File: config.mk
export PLATFORM = sky130hd
export DESIGN_NAME = temperature_segment_display_blinker_flat
export DESIGN_NICKNAME = d
export VERILOG_FILES = /design/src/rtl/tsdb_pkg.sv /design/src/rtl/tsdb_cmd_if.sv /design/src/rtl/tsdb_disp_if.sv /design/src/rtl/temperature_segment_display_blinker.sv /design/src/rtl/tsdb_image.sv /design/src/flat_wrapper.sv
export SDC_FILE = /design/constraint.sdc
export NUM_CORES = 1
export LEC_CHECK = 0
export BUFFER_PORTS_ARGS = -buffer_cell sky130_fd_sc_hd__buf_2
export CAP_MARGIN = 10
export CORE_MARGIN = 2
export CORE_UTILIZATION = 56
export CTS_CLUSTER_DIAMETER = 100
export DETAILED_ROUTE_END_ITERATION = 16
export GPL_TIMING_DRIVEN = 0
export PLACE_DENSITY = 0.78
export SKIP_CTS_REPAIR_TIMING = 1
export SLEW_MARGIN = 0
export SYNTH_ARGS = -nofsm -noshare
export SYNTH_HDL_FRONTEND = slang
export SYNTH_SLANG_ARGS = --single-unit
export TNS_END_PERCENT = 30
File: constraint.sdc
create_clock -name clk -period 14 [get_ports clk]
set_input_delay 1.4 -clock clk [delete_from_list [all_inputs] [get_ports clk]]
set_output_delay 1.4 -clock clk [all_outputs]
set_load 0.01 [all_outputs]
File: src/rtl/tsdb_pkg.sv
// Shared types, codes and decode helpers for the temperature segment display blinker.
// No dependencies; the top level, tsdb_image and the bench import this package.
package tsdb_pkg;

    localparam int TEMP_W  = 16;
    localparam int SEG_W   = 7;
    localparam int COUNT_W = 3;

    localparam logic [COUNT_W-1:0] TENTHS_PER_PHASE = 3'd5;
    localparam logic [COUNT_W-1:0] BLINK_PHASES     = 3'd6;
    localparam logic [COUNT_W-1:0] BLINK_COUNT_MAX  = 3'd7;

    localparam logic [SEG_W-1:0] SEG_LO_LEFT = 7'h38;
    localparam logic [SEG_W-1:0] SEG_LO_MID  = 7'h5c;
    localparam logic [SEG_W-1:0] SEG_HI_LEFT = 7'h76;
    localparam logic [SEG_W-1:0] SEG_HI_MID  = 7'h06;

    localparam logic [9:0] MAG_MAX = 10'd999;

    typedef enum logic [1:0] {
        OP_REFRESH = 2'd0,
        OP_BLINK   = 2'd1,
        OP_SET     = 2'd2
    } opcode_t;

    typedef enum logic [1:0] {
        MODE_NORMAL = 2'd0,
        MODE_OFF    = 2'd1,
        MODE_ON     = 2'd2
    } mode_t;

    typedef enum logic [1:0] {
        FILL_NORMAL = 2'd0,
        FILL_OFF    = 2'd1,
        FILL_ON     = 2'd2
    } fill_t;

    typedef enum logic [1:0] {
        REG_DISPLAY_MODE = 2'd0,
        REG_BLANK_CODE   = 2'd1,
        REG_LOW_CODE     = 2'd2,
        REG_HIGH_CODE    = 2'd3
    } reg_index_t;

    typedef struct packed {
        logic             celsius;
        logic             point;
        logic [SEG_W-1:0] right;
        logic [SEG_W-1:0] middle;
        logic [SEG_W-1:0] left;
    } image_t;

    typedef struct packed {
        logic [TEMP_W-1:0] blank_code;
        logic [TEMP_W-1:0] low_code;
        logic [TEMP_W-1:0] high_code;
    } codes_t;

    function automatic logic [SEG_W-1:0] digit_segments(input logic [3:0] digit);
        logic [SEG_W-1:0] seg;
        case (digit)
            4'd0:    seg = 7'h3f;
            4'd1:    seg = 7'h06;
            4'd2:    seg = 7'h5b;
            4'd3:    seg = 7'h4f;
            4'd4:    seg = 7'h66;
            4'd5:    seg = 7'h6d;
            4'd6:    seg = 7'h7d;
            4'd7:    seg = 7'h27;
            4'd8:    seg = 7'h7f;
            4'd9:    seg = 7'h6f;
            default: seg = '0;
        endcase
        return seg;
    endfunction

endpackage

File: src/rtl/tsdb_cmd_if.sv
// Command channel: opcode, temperature and tenth tick with valid/ready.
// Depends on nothing.
interface tsdb_cmd_if;
    logic               valid;
    logic               ready;
    logic [1:0]         opcode;
    logic signed [15:0] temperature;
    logic               tenth_tick;

    modport source (output valid, opcode, temperature, tenth_tick, input ready);
    modport sink   (input valid, opcode, temperature, tenth_tick, output ready);
endinterface

File: src/rtl/tsdb_disp_if.sv
// Display result channel: three digit images, marks and fill code with valid/ready.
// Depends on nothing.
interface tsdb_disp_if;
    logic       valid;
    logic       ready;
    logic [6:0] left_digit_segments;
    logic [6:0] middle_digit_segments;
    logic [6:0] right_digit_segments;
    logic       point_mark;
    logic       celsius_mark;
    logic [1:0] whole_fill;

    modport source (output valid, left_digit_segments, middle_digit_segments,
                    right_digit_segments, point_mark, celsius_mark, whole_fill,
                    input ready);
    modport sink   (input valid, left_digit_segments, middle_digit_segments,
                    right_digit_segments, point_mark, celsius_mark, whole_fill,
                    output ready);
endinterface

File: src/rtl/temperature_segment_display_blinker.sv
// Top level of the three-digit temperature display with blink; holds the command
// register, display state, configuration and result register. Uses tsdb_pkg,
// tsdb_cmd_if, tsdb_disp_if and tsdb_image.
//
// A command is taken while the command register is empty or moves on; a refresh waits
// there while the result register is full and unread. Each accepted command is held
// in a command register; a refresh then passes through a single decode path into the
// result register, which offers its image, and the block sustains one command per
// cycle while the result register is free. The result register frees as its transfer
// completes, so a new command is taken while a result still waits. Set and blink
// commands give no result; neither does the unused opcode. Configuration writes take
// effect at once and are meant for idle periods. The display mode resets to all off.
module temperature_segment_display_blinker
    import tsdb_pkg::*;
(
    input  logic              clk,
    input  logic              rst_n,
    input  logic              cfg_write_en,
    input  logic [1:0]        cfg_index,
    input  logic [TEMP_W-1:0] cfg_data,
    tsdb_cmd_if.sink          cmd,
    tsdb_disp_if.source       disp
);

    logic [1:0]         mode_reg;
    codes_t             codes_reg;

    logic               stage_valid_reg;
    logic [1:0]         stage_opcode_reg;
    logic [TEMP_W-1:0]  stage_temp_reg;
    logic               stage_tick_reg;

    logic [TEMP_W-1:0]  shown_reg, shown_next;
    logic               blink_active_reg, blink_active_next;
    logic [TEMP_W-1:0]  blink_value_reg, blink_value_next;
    logic [COUNT_W-1:0] blink_count_reg, blink_count_next;
    logic [COUNT_W-1:0] tenth_count_reg, tenth_count_next;
    image_t             seg_image_reg, seg_image_next;
    fill_t              fill_next;

    logic               out_valid_reg, out_valid_next;
    image_t             out_image_reg;
    fill_t              out_fill_reg;

    logic               out_free;
    logic               stage_is_refresh;
    logic               stage_advance;
    logic [TEMP_W-1:0]  decode_value;
    image_t             decode_image;
    logic [COUNT_W-1:0] tenth_inc;

    assign out_free         = !out_valid_reg || disp.ready;
    assign stage_is_refresh = (stage_opcode_reg == OP_REFRESH);
    assign stage_advance    = stage_valid_reg && (!stage_is_refresh || out_free);
    assign cmd.ready        = !stage_valid_reg || stage_advance;
    assign decode_value     = blink_active_reg ? blink_value_reg : shown_reg;

    tsdb_image u_image
    (
        .value (decode_value),
        .codes (codes_reg),
        .image (decode_image)
    );

    always_ff @(posedge clk or negedge rst_n)
    begin
        if (!rst_n)
        begin
            mode_reg             <= MODE_OFF;
            codes_reg.blank_code <= 16'd1000;
            codes_reg.low_code   <= 16'd1001;
            codes_reg.high_code  <= 16'd1002;
        end
        else if (cfg_write_en)
        begin
            unique case (reg_index_t'(cfg_index))
                REG_DISPLAY_MODE: mode_reg             <= cfg_data[1:0];
                REG_BLANK_CODE:   codes_reg.blank_code <= cfg_data;
                REG_LOW_CODE:     codes_reg.low_code   <= cfg_data;
                REG_HIGH_CODE:    codes_reg.high_code  <= cfg_data;
                default:          ;
            endcase
        end
    end

    always_ff @(posedge clk or negedge rst_n)
    begin
        if (!rst_n)
        begin
            stage_valid_reg <= 1'b0;
        end
        else if (cmd.ready)
        begin
            stage_valid_reg <= cmd.valid;
        end
    end

    always_ff @(posedge clk)
    begin
        if (cmd.valid && cmd.ready)
        begin
            stage_opcode_reg <= cmd.opcode;
            stage_temp_reg   <= cmd.temperature;
            stage_tick_reg   <= cmd.tenth_tick;
        end
    end

    always_comb
    begin
        shown_next        = shown_reg;
        blink_active_next = blink_active_reg;
        blink_value_next  = blink_value_reg;
        blink_count_next  = blink_count_reg;
        tenth_count_next  = tenth_count_reg;
        seg_image_next    = seg_image_reg;
        fill_next         = FILL_NORMAL;
        tenth_inc         = tenth_count_reg + 3'd1;

        if (stage_advance)
        begin
            case (stage_opcode_reg)
                OP_BLINK:
                begin
                    blink_active_next = 1'b1;
                    blink_value_next  = stage_temp_reg;
                    blink_count_next  = '0;
                end
                OP_SET:
                begin
                    shown_next = stage_temp_reg;
                end
                OP_REFRESH:
                begin
                    case (mode_reg)
                        MODE_OFF:
                        begin
                            seg_image_next = '0;
                            fill_next      = FILL_OFF;
                        end
                        MODE_ON:
                        begin
                            seg_image_next = '1;
                            fill_next      = FILL_ON;
                        end
                        default:
                        begin
                            if (blink_active_reg)
                            begin
                                if (stage_tick_reg)
                                begin
                                    tenth_count_next = tenth_inc;
                                    if (tenth_inc >= TENTHS_PER_PHASE)
                                    begin
                                        tenth_count_next = '0;
                                        if (blink_count_reg < BLINK_COUNT_MAX)
                                        begin
                                            blink_count_next = blink_count_reg + 3'd1;
                                        end
                                    end
                                end
                                // hold the last image once the blink runs out
                                if (blink_count_next >= BLINK_PHASES)
                                begin
                                    blink_active_next = 1'b0;
                                end
                                else if (blink_count_next[0])
                                begin
                                    seg_image_next = decode_image;
                                end
                                else
                                begin
                                    seg_image_next = '0;
                                end
                            end
                            else
                            begin
                                seg_image_next = decode_image;
                            end
                        end
                    endcase
                end
                default: ;
            endcase
        end
    end

    always_ff @(posedge clk or negedge rst_n)
    begin
        if (!rst_n)
        begin
            shown_reg        <= '0;
            blink_active_reg <= 1'b0;
            blink_value_reg  <= '0;
            blink_count_reg  <= '0;
            tenth_count_reg  <= '0;
            seg_image_reg    <= '0;
        end
        else
        begin
            shown_reg        <= shown_next;
            blink_active_reg <= blink_active_next;
            blink_value_reg  <= blink_value_next;
            blink_count_reg  <= blink_count_next;
            tenth_count_reg  <= tenth_count_next;
            seg_image_reg    <= seg_image_next;
        end
    end

    always_comb
    begin
        out_valid_next = out_valid_reg && !disp.ready;
        if (stage_advance && stage_is_refresh)
        begin
            out_valid_next = 1'b1;
        end
    end

    always_ff @(posedge clk or negedge rst_n)
    begin
        if (!rst_n)
        begin
            out_valid_reg <= 1'b0;
        end
        else
        begin
            out_valid_reg <= out_valid_next;
        end
    end

    always_ff @(posedge clk)
    begin
        if (stage_advance && stage_is_refresh)
        begin
            out_image_reg <= seg_image_next;
            out_fill_reg  <= fill_next;
        end
    end

    assign disp.valid                 = out_valid_reg;
    assign disp.left_digit_segments   = out_image_reg.left;
    assign disp.middle_digit_segments = out_image_reg.middle;
    assign disp.right_digit_segments  = out_image_reg.right;
    assign disp.point_mark            = out_image_reg.point;
    assign disp.celsius_mark          = out_image_reg.celsius;
    assign disp.whole_fill            = out_fill_reg;

    assert property (@(posedge clk) disable iff (!rst_n)
        tenth_count_reg < TENTHS_PER_PHASE)
        else $error("tenth counter passed its phase length");

    assert property (@(posedge clk) disable iff (!rst_n)
        cmd.valid && cmd.ready |=> stage_valid_reg)
        else $error("accepted command lost before the command register");

    assert property (@(posedge clk) disable iff (!rst_n)
        disp.valid && (disp.whole_fill == FILL_OFF) |-> (out_image_reg == '0))
        else $error("whole-off result carries lit segments");

    assert property (@(posedge clk) disable iff (!rst_n)
        disp.valid && (disp.whole_fill == FILL_ON) |-> (out_image_reg == '1))
        else $error("whole-on result carries dark segments");

    assert property (@(posedge clk) disable iff (!rst_n)
        disp.valid && !disp.ready |=> disp.valid && $stable(out_image_reg))
        else $error("stalled result dropped or changed");

endmodule

File: src/rtl/tsdb_image.sv
// Value-to-segment decode: special codes, magnitude, saturation and digit split.
// Depends on tsdb_pkg.
module tsdb_image
    import tsdb_pkg::*;
(
    input  logic [TEMP_W-1:0] value,
    input  codes_t            codes,
    output image_t            image
);

    logic [16:0] mag_full;
    logic [9:0]  mag;
    logic [15:0] hund_prod;
    logic [3:0]  hund;
    logic [9:0]  hund_scaled;
    logic [6:0]  rem100;
    logic [14:0] tens_prod;
    logic [3:0]  tens;
    logic [6:0]  tens_scaled;
    logic [3:0]  units;

    always_comb
    begin
        mag_full = value[TEMP_W-1] ? (17'h10000 - {1'b0, value}) : {1'b0, value};
        mag      = (mag_full > 17'(MAG_MAX)) ? MAG_MAX : mag_full[9:0];

        // divide by 100 and by 10 through reciprocals, exact over 0..999
        hund_prod   = 16'(mag) * 16'd41;
        hund        = hund_prod[15:12];
        hund_scaled = 10'(hund) * 10'd100;
        rem100      = 7'(mag - hund_scaled);
        tens_prod   = 15'(rem100) * 15'd205;
        tens        = tens_prod[14:11];
        tens_scaled = 7'(tens) * 7'd10;
        units       = 4'(rem100 - tens_scaled);

        image = '0;
        if (value == codes.blank_code)
        begin
            image = '0;
        end
        else if (value == codes.low_code)
        begin
            image.left   = SEG_LO_LEFT;
            image.middle = SEG_LO_MID;
        end
        else if (value == codes.high_code)
        begin
            image.left   = SEG_HI_LEFT;
            image.middle = SEG_HI_MID;
        end
        else
        begin
            image.left    = (hund != 4'd0) ? digit_segments(hund) : '0;
            image.middle  = digit_segments(tens);
            image.right   = digit_segments(units);
            image.point   = 1'b1;
            image.celsius = 1'b1;
        end
    end

endmodule

File: src/flat_wrapper.sv
// flat-port wrapper written by rule: the top's interface ports become plain ports
module temperature_segment_display_blinker_flat import tsdb_pkg::*;
  (clk, rst_n, cfg_write_en, cfg_index, cfg_data, cmd_valid, cmd_opcode, cmd_temperature, cmd_tenth_tick, cmd_ready, disp_valid, disp_left_digit_segments, disp_middle_digit_segments, disp_right_digit_segments, disp_point_mark, disp_celsius_mark, disp_whole_fill, disp_ready);
  tsdb_cmd_if cmd_i ();
  tsdb_disp_if disp_i ();
  input  logic clk;
  input  logic rst_n;
  input  logic cfg_write_en;
  input  logic [1:0] cfg_index;
  input  logic [TEMP_W-1:0] cfg_data;
  input wire logic [$bits(cmd_i.valid)-1:0] cmd_valid;
  input wire logic [$bits(cmd_i.opcode)-1:0] cmd_opcode;
  input wire logic [$bits(cmd_i.temperature)-1:0] cmd_temperature;
  input wire logic [$bits(cmd_i.tenth_tick)-1:0] cmd_tenth_tick;
  output wire logic [$bits(cmd_i.ready)-1:0] cmd_ready;
  output wire logic [$bits(disp_i.valid)-1:0] disp_valid;
  output wire logic [$bits(disp_i.left_digit_segments)-1:0] disp_left_digit_segments;
  output wire logic [$bits(disp_i.middle_digit_segments)-1:0] disp_middle_digit_segments;
  output wire logic [$bits(disp_i.right_digit_segments)-1:0] disp_right_digit_segments;
  output wire logic [$bits(disp_i.point_mark)-1:0] disp_point_mark;
  output wire logic [$bits(disp_i.celsius_mark)-1:0] disp_celsius_mark;
  output wire logic [$bits(disp_i.whole_fill)-1:0] disp_whole_fill;
  input wire logic [$bits(disp_i.ready)-1:0] disp_ready;
  assign cmd_i.valid = cmd_valid;
  assign cmd_i.opcode = cmd_opcode;
  assign cmd_i.temperature = cmd_temperature;
  assign cmd_i.tenth_tick = cmd_tenth_tick;
  assign cmd_ready = cmd_i.ready;
  assign disp_valid = disp_i.valid;
  assign disp_left_digit_segments = disp_i.left_digit_segments;
  assign disp_middle_digit_segments = disp_i.middle_digit_segments;
  assign disp_right_digit_segments = disp_i.right_digit_segments;
  assign disp_point_mark = disp_i.point_mark;
  assign disp_celsius_mark = disp_i.celsius_mark;
  assign disp_whole_fill = disp_i.whole_fill;
  assign disp_i.ready = disp_ready;
  temperature_segment_display_blinker u_core (.clk(clk), .rst_n(rst_n), .cfg_write_en(cfg_write_en), .cfg_index(cfg_index), .cfg_data(cfg_data), .cmd(cmd_i), .disp(disp_i));
endmodule
# --- After elaboration in Yosys (flattened, before gate mapping) ---
# Memories as Yosys holds them, arrays and structs flattened.
# Index checks and enable logic that the tools add are counted.
word_totals:
  regBits: 158
  mem_bits_rw: 0
  output_inout_bits: 27
  latch_bits: 0
  rom_bits: 336
  memories: 3
op_classes:
  n_eq_ne: 12
  n_reduce_logical: 26
  n_mux: 32
  div_mod_pow: 0
  bitwise: 1
  add_sub_neg: 5
  shifts: 0
  order_cmp: 4
  n_mul: 4
memory_table:
  columns: ["name", "words", "word_bits", "rd", "rd_ports_with_merged_regs", "write_ports", "line", "text"]
  rows:
  - ["(name not given)", 16, 7, 1, 0, 0, "tsdb_pkg.sv:61", "case (digit)"]
  - ["(name not given)", 16, 7, 1, 0, 0, "tsdb_pkg.sv:61", null]
  - ["(name not given)", 16, 7, 1, 0, 0, "tsdb_pkg.sv:61", null]
op_table:
  columns: ["operator", "n"]
  rows:
  - ["23-bit two-way mux", 6]
  - ["16-bit == test", 3]
  - ["23-bit case mux with 2 select lines", 1]
  - ["3-bit two-way mux", 10]
  - ["14-bit two-way mux", 2]
  - ["9-bit two-way mux", 2]
  - ["17-bit by 10-bit > comparator with 1-bit output, second input constant", 1]
  - ["17-bit two-way mux", 1]
  - ["17-bit by 16-bit subtractor with 17-bit output, first input constant", 1]
  - ["10-bit by 6-bit multiplier with 16-bit output, second input constant", 1]
  - ["16-bit two-way mux", 1]
  - ["7-bit by 8-bit multiplier with 15-bit output, second input constant", 1]
  - ["2-bit AND reduction", 7]
  - ["10-bit two-way mux", 1]
  - ["2-bit == test, second input constant", 4]
  - ["7-bit two-way mux", 1]
  - ["7-bit subtractor", 1]
  - ["3-bit by 1-bit adder with 3-bit output, second input constant", 2]
  - ["2-bit by 1-bit == test with 1-bit output, second input constant", 3]
  - ["3-bit greater-or-equal comparator, second input constant", 2]
  - ["3-bit case mux with 2 select lines", 1]
  - ["4-bit by 5-bit multiplier with 5-bit output, second input constant", 1]
  - ["5-bit AND reduction", 1]
  - ["1-bit logical AND", 4]
  - ["other kinds (17)", 26]

# --- Longest topological paths before layout ---
# An unclocked memory read counts as a cell.
logic_depth:
  ltp_word: 21
  depth_mapped: 62
  depth_no_buf: 55

# --- Hierarchy ---
# Synthesis repeated with hierarchy kept, for this count alone.
hier_totals:
  cells_unflattened: 946
  hier_area_um2: 10236.1
modules_own_cells:
  columns: ["mod", "area_per_inst_um2", "cells_per_inst", "n_inst"]
  rows:
  - ["temperature_segment_display_blinker", 6413.7, 447, 1]
  - ["tsdb_image", 3822.4, 499, 1]

# --- Worst setup path after synthesis ---
# OpenSTA, ideal clock, no wires.
synth_timing:
  kind: "register to register"
  from: "reg u_core.blink_active_reg"
  to: "reg u_core.out_image_reg, in the netlist u_core.disp.right_digit_segments[3] (data pin)"
  t_required_ns: 13.735
  path_buffers: 7
  slack_ns: 0.931
  t_arrival_ns: 12.803
  path_stages_with_launch: 59
  synth_period_minus_slack_ns: 13.069
  path_cell_list: "dfrtp_1 -> buf_2 -> buf_4 -> buf_4 -> buf_4 -> mux2i_1 -> ha_1 -> nor4b_1 -> nand2_1 -> a21o_1 -> a221o_1 -> or4_4 -> or3_1 -> buf_6 -> nor2_1 -> inv_1 -> ha_1 -> inv_1 -> [23 not listed] -> fa_1 -> inv_1 -> ha_1 -> a21o_1 -> a21o_1 -> a21o_1 -> a21o_1 -> a21oi_1 -> o21ai_0 -> xor2_1 -> fa_1 -> xnor2_1 -> xnor2_1 -> xnor2_2 -> xnor2_2 -> buf_4 -> o31ai_1 -> a221o_1"
synth_rtl:
  columns: ["item", "line", "text"]
  rows:
  - ["from (decl)", "temperature_segment_display_blinker.sv:34", "logic blink_active_reg, blink_active_next;"]
  - ["from (signal assigned)", "temperature_segment_display_blinker.sv:201", "blink_active_reg <= blink_active_next;"]
  - ["to (signal assigned)", "temperature_segment_display_blinker.sv:234", "out_image_reg <= seg_image_next;"]
  - ["to (decl)", "temperature_segment_display_blinker.sv:42", "image_t out_image_reg;"]

==> flow_metrics.py <==
metrics = {
    "synthesis": {
        "synthesized_area_divided_by_synthesized_cell_count_um2": 11.2,
        "postSynth.asyncResetShare_pct": 72.2,
        "synth.top_cells.by_area": "sky130_fd_sc_hd__dfrtp_1, sky130_fd_sc_hd__edfxtp_1, sky130_fd_sc_hd__ha_1",
        "portion_of_synthesized_cell_area_occupied_by_the_leading_cell_type_pct": 23.3,
        "yosys_warnings": 0,
        "cell_count_after_synthesis": 896,
        "yosys_register_bits": 158,
        "synthesis.area_um2": 10000,
        "seq_area_frac_synth_pct": 42.0,
        "dominantRegCellSynth": "sky130_fd_sc_hd__dfrtp_1",
        "syn_nets": 1039,
        "yosys_top_cell_by_area": "sky130_fd_sc_hd__dfrtp_1",
        "post_synth_edffs": 44,
        "synth.lib_cells_used.distinct": 78,
    },
    "global_routing": {
        "global_router_s_overall_resource_usage_pct": 24.5,
        "grt.overflow.total": 0,
        "first_global_vias": 7254,
        "grt_start_max_net_pins": 92,
        "first_pass_grt_wire_length_um": 36200,
        "grt_antenna_before_repair": 0,
    },
    "timing": {
        "clock-skew-final_ns": 0.00669,
        "fin_tns_setup_ns": 0,
        "timing.final.crit_share_pct": 95.8,
        "rsz0062_at_grt": "false",
        "hold_ws_ns": 0.499,
        "drv_slew": 0,
        "timing.fmax_mhz": 74.6,
        "final_hold_violations": 0,
        "worst_slew_pin_slew_ns": 1.05,
        "min_clock_period_post_route_ns": 13.41,
        "timing.final.setup_violations": 0,
        "slew_headroom_pct": 28.2,
    },
    "placed_design": {
        "portBuffers": 68,
        "place_congestion": 0.886,
        "post-dp-hpwl_um": 16200,
    },
    "finish": {
        "finish.net_count": 1130,
        "area_delta_synth_final_pct": 13.1,
        "seq_area_um2": 4200,
        "n_fill_cell": 1324,
        "drive_gt1_share_pct": 25.1,
        "multiInputGateArea_um2": 5550,
        "antenna-diode-count": 0,
        "largest_register_ff_count": 48,
        "final_cell_mix": "sky130_fd_sc_hd__dfrtp_1, sky130_fd_sc_hd__ha_1, sky130_fd_sc_hd__mux2_2",
        "layout.cells.most_common": "sky130_fd_sc_hd__dfrtp_1",
    },
    "worst_setup_path": {
        "setup.reg_to_reg.worst_slack_ns": 0.59,
        "crit_path_end_kind": "register",
        "worstRegToRegCells": 58,
        "cpMostUsedCell": "sky130_fd_sc_hd__ha_1",
        "path_max_fanout": 19,
        "arrival_ns": 13.57,
        "critPathLaunchType": "register",
        "capture_instance_of_the_worst_register_to_register_path": "u_core.disp.right_digit_segments[6]$_DFFE_PP_",
        "cpPeakStageDelay_ns": 0.59,
        "worstPathRequired_ns": 14.16,
        "r2r_start": "u_core.blink_active_reg$_DFFE_PN0P_",
        "slowest_stage": "sky130_fd_sc_hd__or4b_1",
        "setup.worst_path.class": "reg -> reg",
    },
    "clocking": {
        "cts.path.max_buffers": 2,
        "clockRootBuffer": "sky130_fd_sc_hd__clkbuf_16",
        "clock_sink_count": 158,
        "clock_slew_at_the_register_clock_pins_of_the_worst_setup_and_hold_paths_ns": 0.06,
        "clk_latency_ns": 0.43,
        "cts_buffer_count": 17,
        "htree_num_levels": 4,
        "cts_tree": "built",
    },
    "floorplanning": {
        "coreArea_um2": 17400,
        "die-width_um": 138,
        "floorplan.die.height_um": 138,
        "initial_utilization_pct": 57.7,
        "floorplan.die_area_um2": 19000,
        "rows": 48,
        "boundaryPins": 69,
    },
    "routing": {
        "dr_wl_met3_um": 1200,
        "wl_met1_um": 9750,
        "drtPass1Iterations": 5,
        "route.final.wire_length_um": 21900,
        "wire_per_inst_um": 17.9,
        "routed.top_layer": "met4",
        "met2_length_um": 10700,
        "antenna_violating_nets_post_route": 0,
        "route.detailed.vias_per_inst": 5.89,
        "detail_route.iter0.violations": 367,
        "drcViolationCount": 0,
        "vias": 7215,
    },
    "worst_hold_path": {
        "worstHoldPathType": "reg -> reg",
        "hold-path-cell-count": 1,
        "hp_start": "u_core.seg_image_reg[6]$_DFF_PN0_",
        "end_point_of_the_worst_hold_path": "u_core.seg_image_reg[6]$_DFF_PN0_",
    },
    "status": {
        "run_status": "finished clean",
    },
    "flow_run": {
        "max_cap_viol_count": 0,
    },
}
[worst max-delay path: cells and delay by family (launching register included)]
kind                       cells  cell delay (ns)
xor gates and xnor gates       9             1.60
and+or+nand+nor                9             2.34
muxes                          1             0.29
AOI/OAI and AO/OA             13             2.53
buffers and inverters         13             1.59
adders and majority gates     13             4.34
DFF                            1             0.42
[worst max-delay path by stage]
stage / start / cells after the start / slack (ns) / to
after floorplan: u_core.blink_active_reg$_DFFE_PN0P_ / 58 / 0.93 / u_core.disp.right_digit_segments[3]$_DFFE_PP_
after global placement: u_core.blink_active_reg$_DFFE_PN0P_ / 58 / -0.76 / u_core.disp.right_digit_segments[5]$_DFFE_PP_
after detailed placement: u_core.blink_active_reg$_DFFE_PN0P_ / 58 / -0.86 / u_core.disp.right_digit_segments[5]$_DFFE_PP_
after CTS: u_core.blink_active_reg$_DFFE_PN0P_ / 58 / -0.96 / u_core.disp.right_digit_segments[5]$_DFFE_PP_
after global routing: u_core.blink_active_reg$_DFFE_PN0P_ / 58 / 0.01 / u_core.disp.right_digit_segments[6]$_DFFE_PP_
final: u_core.blink_active_reg$_DFFE_PN0P_ / 58 / 0.59 / u_core.disp.right_digit_segments[6]$_DFFE_PP_
[final cells by class]
type | count | share of cell area (%)
Clock buffer | 22 | 3.93
Inverter | 57 | 1.96
Clock inverter | 10 | 0.818
Multi-Input combinational cell | 657 | 49.0
Sequential cell | 158 | 37.1
Buffer | 23 | 1.11
Tap cell | 225 | 2.49
Timing Repair Buffer | 73 | 3.57
[per-layer routing]
metal / track usage (%) / vias to the layer above
li1: - / 3425
met1: 32.8 / 3532
met2: 41.7 / 234
met3: 4.23 / 24
met4: 6.07 / 0
met5: 0 / -
[cells in the mapped netlist (9+ instances only)]
cell type                   n
sky130_fd_sc_hd__dfrtp_1   93
sky130_fd_sc_hd__ha_1      89
sky130_fd_sc_hd__mux2_2    83
sky130_fd_sc_hd__inv_1     54
sky130_fd_sc_hd__nand2_1   54
sky130_fd_sc_hd__xnor2_1   51
sky130_fd_sc_hd__a21oi_1   44
sky130_fd_sc_hd__edfxtp_1  44
sky130_fd_sc_hd__nor2_1    38
sky130_fd_sc_hd__o21ai_0   35
sky130_fd_sc_hd__xor2_1    29
sky130_fd_sc_hd__dfstp_2   21
sky130_fd_sc_hd__a21o_1    18
sky130_fd_sc_hd__mux2i_1   17
sky130_fd_sc_hd__nor3_1    17
sky130_fd_sc_hd__clkbuf_1  15
sky130_fd_sc_hd__fa_1      12
sky130_fd_sc_hd__nand3_1   11
sky130_fd_sc_hd__nor4_1    11
sky130_fd_sc_hd__nand4_1   10
sky130_fd_sc_hd__nor2b_1    9
[kinds of logic (layout without fill, tap and decap cells)]
family / Yosys count / in the layout / synth area share, %
AO/OA/AOI/OAI: 161 / 161 / 10.7
adder cells (fa/ha/maj): 104 / 104 / 13.8
buffers and inverters: 81 / 185 / 3.39
AND/OR/NAND/NOR: 204 / 204 / 10.9
flip-flops: 158 / 158 / 42.0
XOR/XNOR: 85 / 85 / 7.81
multiplexers: 103 / 103 / 11.4
[through the flow]
step / instances / instance area (um^2) / setup slack [ns] / utilization [%]
6_report: 1225 / 11300 / 0.589 / 65.2
5_1_grt: 1225 / 11300 / 0.0149 / 65.2
4_1_cts: 1222 / 11200 / -0.962 / 64.5
3_5_place_dp: 1190 / 10700 / -0.857 / 61.5
3_3_place_gp: 1189 / 10600 / -0.764 / 61.3
2_1_floorplan: 896 / 10000 / 0.931 / -
Power is not shown: default switching activity piles up to over one toggle a cycle in this logic, so the estimate is an artifact.
